==> src/rtl/stbs_pkg.sv <==
// Shared types and constants for the sorted table search block.
// Used by every module of the block; depends on nothing.
package stbs_pkg;

    localparam int DEPTH     = 1024;
    localparam int ADDR_W    = $clog2(DEPTH);
    localparam int COUNT_W   = ADDR_W + 1;
    localparam int KEY_W     = 32;
    localparam int VALUE_W   = 32;
    localparam int CNT_W     = 32;
    localparam int S_TDATA_W = 64;
    localparam int M_DATA_BITS = VALUE_W + COUNT_W + 2 * CNT_W;
    localparam int M_TDATA_W = ((M_DATA_BITS + 7) / 8) * 8;
    localparam int M_PAD_W   = M_TDATA_W - M_DATA_BITS;

    localparam logic FUNC_LOAD   = 1'b0;
    localparam logic FUNC_SEARCH = 1'b1;

    localparam logic [1:0] COST_EQ = 2'd1;
    localparam logic [1:0] COST_GT = 2'd2;
    localparam logic [1:0] COST_LT = 2'd3;

    typedef enum logic [1:0] {
        REL_EQ = 2'b00,
        REL_GT = 2'b01,
        REL_LT = 2'b10
    } rel_t;

    typedef struct packed {
        logic               en;
        logic [ADDR_W-1:0]  addr;
        logic [KEY_W-1:0]   key;
        logic [VALUE_W-1:0] value;
    } wr_req_t;

    // Midpoint of the half-open range [lo, hi_end), rounded down.
    function automatic logic [ADDR_W-1:0] mid_of(input logic [COUNT_W-1:0] lo,
                                                 input logic [COUNT_W-1:0] hi_end);
        logic [COUNT_W:0] sum;
        sum = {1'b0, lo} + {1'b0, hi_end} - {{COUNT_W{1'b0}}, 1'b1};
        return sum[ADDR_W:1];
    endfunction

endpackage

==> src/rtl/stbs_cmp.sv <==
// Three-way key comparator shared by every probe of a search.
// Depends on stbs_pkg; signed mode flips the sign bits before comparing.
module stbs_cmp (
    input  logic [stbs_pkg::KEY_W-1:0] entry_key,
    input  logic [stbs_pkg::KEY_W-1:0] search_key,
    input  logic                       compare_signed,
    output stbs_pkg::rel_t             rel
);

    logic [stbs_pkg::KEY_W-1:0] flip;
    logic [stbs_pkg::KEY_W-1:0] entry_adj;
    logic [stbs_pkg::KEY_W-1:0] search_adj;

    assign flip       = {compare_signed, {(stbs_pkg::KEY_W-1){1'b0}}};
    assign entry_adj  = entry_key ^ flip;
    assign search_adj = search_key ^ flip;

    always_comb begin
        if (entry_adj == search_adj) begin
            rel = stbs_pkg::REL_EQ;
        end else if (entry_adj > search_adj) begin
            rel = stbs_pkg::REL_GT;
        end else begin
            rel = stbs_pkg::REL_LT;
        end
    end

endmodule

==> config.mk <==
export PLATFORM = sky130hd
export DESIGN_NAME = stbs_cmp
export DESIGN_NICKNAME = d
export VERILOG_FILES = /design/src/rtl/stbs_pkg.sv /design/src/rtl/stbs_cmp.sv
export SDC_FILE = /design/constraint.sdc
export NUM_CORES = 1
export LEC_CHECK = 0
export BUFFER_PORTS_ARGS = -buffer_cell sky130_fd_sc_hd__buf_2
export CAP_MARGIN = 5
export CORE_MARGIN = 3
export CORE_UTILIZATION = 35
export DETAILED_ROUTE_END_ITERATION = 8
export PLACE_DENSITY = 0.73
export SLEW_MARGIN = 20
export SYNTH_ARGS = -nofsm -noshare
export SYNTH_HDL_FRONTEND = slang
export SYNTH_SLANG_ARGS = --single-unit
export TNS_END_PERCENT = 10
==> constraint.sdc <==
create_clock -name vclk -period 2.2
set_input_delay 0.22 -clock vclk [all_inputs]
set_output_delay 0.22 -clock vclk [all_outputs]
set_load 0.005 [all_outputs]
# After elaboration in Yosys (flattened, before gate mapping)
# Index checks and enable logic that the tools add are counted.
[totals] in_bits=65 register_bits=0 word_cells=6 out_inout_bits=2
[classes] mux=2 eq_ne=1 order_cmp=1 n_bitwise=2
[op_table] op="$xor A32 B32 Y32" count=2
[op_table] op="$eq A32 B32 Y1" count=1
[op_table] op="$gt A32 B32 Y1" count=1
[op_table] op="$mux W2" count=2

# Longest topological paths before layout
# Gate-level depths: netlist of run 1.
[depth] ltp_word=4 ltp_mapped=7

# Worst setup path before layout of run 1
# Ideal clock, no wire load.
[synth_timing] kind="input to output" startpoint="in search_key[14] in the netlist's numbering" endpoint="out rel[1]" slack_ns=0.455 arrival_time_ns=1.525 required_time_ns=1.980 cell_stages=7 cell_sequence="inv_1 -> ha_1 -> a21oi_1 -> nand2_1 -> a221o_1 -> o31ai_2 -> and4_1"
[synth_via] elab_chain_cells=4 elab_cells_between_ends=5
[synth_rtl] element="start, declared" line="stbs_cmp.sv:5" rtl="input logic [stbs_pkg::KEY_W-1:0] search_key,"
[synth_rtl] element="$xor A32 B32 Y32 (*)" line="stbs_cmp.sv:16" rtl="assign search_adj = search_key ^ flip;"
[synth_rtl] element="$gt A32 B32 Y1" line="stbs_cmp.sv:21" rtl="end else if (entry_adj > search_adj) begin"
[synth_rtl] element="$mux W2" line="stbs_cmp.sv:21"
[synth_rtl] element="$mux W2 (*)" line="stbs_cmp.sv:19" rtl="if (entry_adj == search_adj) begin"
[synth_rtl] element="end, declared" line="stbs_cmp.sv:7" rtl="output stbs_pkg::rel_t rel"
# Mark *: on every way between the ends. The rest lies on a longest branch, timed or not.

# Worst setup path in the final report of run 1
[layout_timing] startpoint="in entry_key[14] in the netlist's numbering" endpoint="out rel[1]"
[layout_via] elab_chain_cells=4 elab_cells_between_ends=5
[layout_rtl] element="start, declared" line="stbs_cmp.sv:4" rtl="input logic [stbs_pkg::KEY_W-1:0] entry_key,"
[layout_rtl] element="$xor A32 B32 Y32 (*)" line="stbs_cmp.sv:15" rtl="assign entry_adj = entry_key ^ flip;"
[layout_rtl] element="$gt A32 B32 Y1" line="stbs_cmp.sv:21"
[layout_rtl] element="$mux W2" line="stbs_cmp.sv:21"
[layout_rtl] element="$mux W2 (*)" line="stbs_cmp.sv:19"
# Marks and branches as above.

==> flow_metrics.tcl, run 1 <==
set metrics [dict create \
    grtUsageTotal_pct 11.8 \
    use_met2_pct 23.4 \
    critical_path.most_common_cell "buf_2" \
    fmax_mhz 493 \
    power_density_nw_per_um2 163 \
    die_height_um 55.0 \
    drt-wirelength-per-cell_um 9.72 \
    worst_slew_pin_slew_ps 332 \
    timing.critical_path.arrival_ps 1810 \
    grt_pass1_vias 843 \
    crit_buf_inv 2 \
    cpLargestDelayFamily "compound AO/OA/AOI/OAI gates" \
    layout_area_overhead_pct 44.1 \
    timing.critical_path.to "rel[1]" \
    std_cell_rows 17 \
    post_cts_hold_buffer_count 0 \
    timing.final.max_slew_violations 0 \
    synth.cell_area_sq_um 840 \
    clkbuf_count 0 \
    setup-violations-final 0 \
    detailroute.via_count 990 \
    finalWorstSetupSlack_ps 171 \
    io_buffer_count 67 \
    dp_slack_ps 172 \
    ant_nets 0 \
    timing.critical_path.cells "buf_2, ha_1, a21oi_1, nand2_1, a221o_1, o31ai_2, and4_1, buf_2" \
    power.sequential.fraction_pct 0 \
    path_class "primary input to output port" \
    timing.critical_path.from_type "primary input" \
    setup.worst_path.start "entry_key[14]" \
    ctsResizeCount 0 \
    finalCritPeriodShare_pct 92.2 \
    synthCells 115 \
    intPower_uw 106 \
    place_area_sq_um 1210 \
    antennaDiodeCount 0 \
    gr-total-overflow 0 \
    cp_slowest_stage_delay_ps 350 \
    detailedPlacementHpwl_um 1990 \
    number_of_top_level_pins 67 \
    drive_gt1_share_pct 38.5 \
    power.share.combinational_pct 100.0 \
    max_cap_violations 0 \
    postCtsSetupBuffers 0 \
    number_of_drc_violations_after_detailed_routing_iteration_0 2 \
    finalHoldViolations 0 \
    post-route-drc-count 0 \
    clockPowerShare_pct 0 \
    worst_path_max_delay_cell "a221o_1" \
    cp.required_ps 1980 \
    finish.instance_area_sq_um 1210 \
    critical_path_peak_fanout 3 \
    grt_first_pass_wirelength_um 2860 \
    synth_area_per_cell_sq_um 7.30 \
    gp_routability_congestion 0.762 \
    fin_nets 281 \
    grt_util_met3_pct 0.268 \
    die-width_um 55.0 \
    static-leakage-power_nw 0.780 \
    crit_cells 8 \
    setup-tns-final_ps 0 \
    wl_um 2040 \
    via_per_inst 4.71 \
    power_switching_share_pct 46.0 \
    synthesis.yosys.warnings 0 \
    whs_path_depth 6 \
    crit_path_end_kind "output port" \
    grt_util_met1_pct 14.7 \
    net-switching-power_uw 90.4 \
    register_area_sq_um 0 \
    yosysUniqueCellTypes 25 \
    synth_fp_nets 212 \
    core_area_sq_um 2230 \
    floorplan.initialDensity_pct 37.6 \
    rsz0062_at_grt "false" \
    synth_seq_area_share_pct 0 \
    grt_antenna_before_repair 0 \
    floorplan.die_area_sq_um 3020 \
    pin_count_of_the_biggest_net_entering_global_routing 4 \
    numSequentialCells 0 \
    gr-max-usage-layer "met2" \
    vdd_drop_max_v 0.0000813 \
    drtPass1Iterations 2 \
    outcome "finished, final reports clean" \
    min_path_type "primary input to output port" \
    slew_headroom_pct 77.7 \
    period_needed_ps 2030 \
]
-- Yosys cell counts (all sizes together) --
| cell type | number | area [sq um] |
|---|---|---|
| or3 | 1 | 6.26 |
| nor2b | 1 | 6.26 |
| nand2 | 7 | 26.3 |
| a221oi | 1 | 8.76 |
| o31ai | 1 | 12.5 |
| a21oi | 12 | 60.1 |
| o21ai | 2 | 10.0 |
| a31oi | 1 | 6.26 |
| nor2 | 1 | 3.75 |
| a21boi | 1 | 11.3 |
| a211oi | 1 | 7.51 |
| a221o | 1 | 10.0 |
| nor3 | 1 | 5.00 |
| a21o | 2 | 15.0 |
| and3 | 1 | 6.26 |
| nor4 | 1 | 12.5 |
| ha | 32 | 400 |
| xor2 | 1 | 8.76 |
| o211ai | 1 | 7.51 |
| xnor2 | 1 | 8.76 |
| nand3 | 6 | 30.0 |
| and4 | 4 | 35.0 |
| inv | 31 | 116 |
| nand4 | 4 | 25.0 |
-- layout make-up --
cell class / instances / area (sq um)
well taps: 28 / 35.0
fillers: 224 / 1020
inverters: 31 / 116
repair buffers: 67 / 335
multi-input cells: 84 / 723
-- logic make-up (layout without fill, tap and decap cells) --
group / after synthesis / in the layout / share of synthesized area [%]
AOI/OAI and AO/OA: 23 / 23 / 17.7
xor gates and xnor gates: 2 / 2 / 2.09
buffers and inverters: 31 / 98 / 13.9
adders and majority gates: 32 / 32 / 47.7
and+or+nand+nor: 27 / 27 / 18.6
-- layer usage --
layer / up-vias / part of all wire (%)
li1: 540 / -
met1: 412 / 41
met2: 38 / 48
met3: 0 / 10
met4: 0 / 0
met5: - / 0
-- worst min path at each step --
| stage | start | endpoint | slack [ps] |
|---|---|---|---|
| floorplan | search_key[31] | rel[1] | 880 |
| global placement | entry_key[15] | rel[0] | 1090 |
| detailed placement | entry_key[30] | rel[0] | 1100 |
| CTS | entry_key[30] | rel[0] | 1110 |
| global route | entry_key[15] | rel[1] | 1170 |
| finish | search_key[31] | rel[0] | 1110 |
-- metrics by stage --
stage | util [%] | hold WS (ps) | total power [mW] | instances
2_1_floorplan | - | 877 | 0.109 | 115
3_3_place_gp | 54.2 | 1090 | 0.190 | 210
3_5_place_dp | 54.2 | 1100 | 0.200 | 210
4_1_cts | 54.2 | 1110 | 0.201 | 210
5_1_grt | 54.2 | 1170 | 0.227 | 210
6_report | 54.2 | 1110 | 0.197 | 210
-- power groups by stage --
stage	Combinational (mW)	Clock [mW]	Sequential, mW
after detailed placement	0.200	0	0
after global routing	0.227	0	0
after CTS	0.201	0	0
after floorplan	0.109	0	0
after global placement	0.190	0	0
final	0.197	0	0
-- worst min-delay path: cells and delay by family --
family                     cells  cell delay [ps]
buffers and inverters          2              210
AOI/OAI and AO/OA              2              190
adders and majority gates      1              140
xor gates and xnor gates       1              120
-- layout by cell type, fill, tap and decap left out, drive strengths merged --
cell type,instances
inv,31
a221o,1
a21o,2
nor2b,1
a21oi,12
o31ai,1
a211oi,1
nand3,6
xnor2,1
nand2,7
and3,1
nand4,4
nor4,1
nor3,1
a221oi,1
ha,32
buf,67
xor2,1
nor2,1
or3,1
and4,4
a21boi,1
o21ai,2
o211ai,1
a31oi,1
(Power assumes the default switching activity.)
==> inputs of run 2 (changes only) <==
--- a/config.mk
+++ b/config.mk
@@ -7,10 +7,12 @@
 export LEC_CHECK = 0
 export BUFFER_PORTS_ARGS = -buffer_cell sky130_fd_sc_hd__buf_2
 export CAP_MARGIN = 5
+export CELL_PAD_IN_SITES_DETAIL_PLACEMENT = 1
+export CELL_PAD_IN_SITES_GLOBAL_PLACEMENT = 2
 export CORE_MARGIN = 3
-export CORE_UTILIZATION = 35
+export CORE_UTILIZATION = 20
 export DETAILED_ROUTE_END_ITERATION = 8
-export PLACE_DENSITY = 0.73
+export PLACE_DENSITY_LB_ADDON = 0.1
 export SLEW_MARGIN = 20
 export SYNTH_ARGS = -nofsm -noshare
 export SYNTH_HDL_FRONTEND = slang
==> constraint.sdc (replaced) <==
create_clock -name vclk -period 2.15
set_input_delay 0.215 -clock vclk [all_inputs]
set_output_delay 0.215 -clock vclk [all_outputs]
set_load 0.005 [all_outputs]
==> run 2 against run 1 <==
Compared with the run above: setup slack got worse by 22 ps; clock-buffer cell count unchanged; wire length increased by 22%; global-route usage decreased by 2.3 points; combinational power increased by 6%; core utilization decreased by 22 points; final cell count increased by 9.5%; final area increased by 3.2%; first-iteration DRC count increased to 7.5 times the previous value; critical path type unchanged; critical endpoint unchanged.
==> flow_metrics.tcl, run 2 (synthesis results as in run 1) <==
set metrics [dict create \
    outcome "finished, final reports clean" \
    number_of_top_level_pins 67 \
    slew_headroom_pct 81.9 \
    pin_count_of_the_biggest_net_entering_global_routing 4 \
    core_area_sq_um 3850 \
    dp_slack_ps 116 \
    power_density_nw_per_um2 167 \
    register_area_sq_um 0 \
    gp_routability_congestion 0.744 \
    min_path_type "primary input to output port" \
    setup-violations-final 0 \
    crit_path_end_kind "output port" \
    layout_common_cells "buf_2 (67), ha_1 (32), inv_1 (31)" \
    std_cell_rows 22 \
    detailedPlacementHpwl_um 2390 \
    drtPass1Iterations 3 \
    clockPowerShare_pct 0 \
    finalWorstSetupSlack_ps 149 \
    timing.critical_path.from_type "primary input" \
    layout_commonest_cell "buf_2" \
    grt_pass1_vias 1060 \
    drive_gt1_share_pct 39.0 \
    vdd_drop_max_v 0.0000425 \
    clkbuf_count 0 \
    via_per_inst 4.46 \
    power_switching_share_pct 47.3 \
    worst_slew_pin_slew_ps 270 \
    layout_area_overhead_pct 48.7 \
    period_needed_ps 2000 \
    numSequentialCells 0 \
    static-leakage-power_nw 0.788 \
    critical_path_peak_fanout 2 \
    net-switching-power_uw 98.8 \
    post-route-drc-count 0 \
    timing.critical_path.arrival_ps 1790 \
    max_cap_violations 0 \
    rsz0062_at_grt "false" \
    number_of_drc_violations_after_detailed_routing_iteration_0 15 \
    fin_nets 281 \
    grtUsageTotal_pct 9.47 \
    finalHoldViolations 0 \
    io_buffer_count 67 \
    post-layout-total-power_uw 209 \
    gr-total-overflow 0 \
    floorplan.initialDensity_pct 21.8 \
    postCtsSetupBuffers 0 \
    ctsResizeCount 0 \
    wl_um 2490 \
    fmax_mhz 500 \
    path_class "primary input to output port" \
    detailroute.via_count 1025 \
    timing.final.max_slew_violations 0 \
    setup-tns-final_ps 0 \
    intPower_uw 110 \
    power.share.combinational_pct 100.0 \
    finalCritPeriodShare_pct 93.1 \
    die-width_um 70.8 \
    antennaDiodeCount 0 \
    grt_antenna_before_repair 0 \
    drt-wirelength-per-cell_um 10.8 \
    ant_nets 0 \
    cp.required_ps 1930 \
    die_height_um 70.8 \
    power.sequential.fraction_pct 0 \
    floorplan.die_area_sq_um 5010 \
    grt_first_pass_wirelength_um 4160 \
    post_cts_hold_buffer_count 0 \
]
-- run 2: cell types whose count changed in the layout (fill, tap and decap cells not counted) --
cell,delta
nor3_1,-1
nor3_2,+1
nor4_4,+1
nor4_2,-1
-- run 2: final timing paths --
kind  slack [ps]  depth (start not counted)     end          start
max          150                          8  rel[1]   entry_key[5]
min         1080                          6  rel[0]  entry_key[15]
-- run 2: critical path, stage by stage --
cell and delay (ps):
buf_2 100, ha_1 300, a21oi_1 150, o21ai_0 110
a221o_1 340, o31ai_2 260, and4_1 200, buf_2 110
-- run 2: routing by layer --
metal  vias up  global-route usage, %  wire length [um]
met5         -                      0                 0
met1       440                   11.4              1030
met4         0                      0                 0
met3         0                   1.99               277
met2        43                   18.2              1180
li1        542                      -                 -
-- run 2: layout make-up --
type / count / area, sq um
Fill cell: 514 / 2610
Timing Repair Buffer: 67 / 335
Inverter: 31 / 116
Tap cell: 48 / 60.1
Multi-Input combinational cell: 84 / 737
-- run 2: per-stage QoR --
stage / utilization [%] / hold slack (ps) / instances / instance area, sq um
CTS: 32.0 / 1100 / 230 / 1230
global route: 32.4 / 1140 / 230 / 1250
finish: 32.4 / 1080 / 230 / 1250
global placement: 32.0 / 1110 / 230 / 1230
detailed placement: 32.0 / 1100 / 230 / 1230
floorplan: - / 867 / 115 / 840
-- run 2: power groups by stage --
stage / combinational [mW] / sequential [mW] / clock [mW]
final: 0.209 / 0 / 0
after global routing: 0.247 / 0 / 0
after CTS: 0.212 / 0 / 0
after detailed placement: 0.210 / 0 / 0
after global placement: 0.201 / 0 / 0
after floorplan: 0.111 / 0 / 0
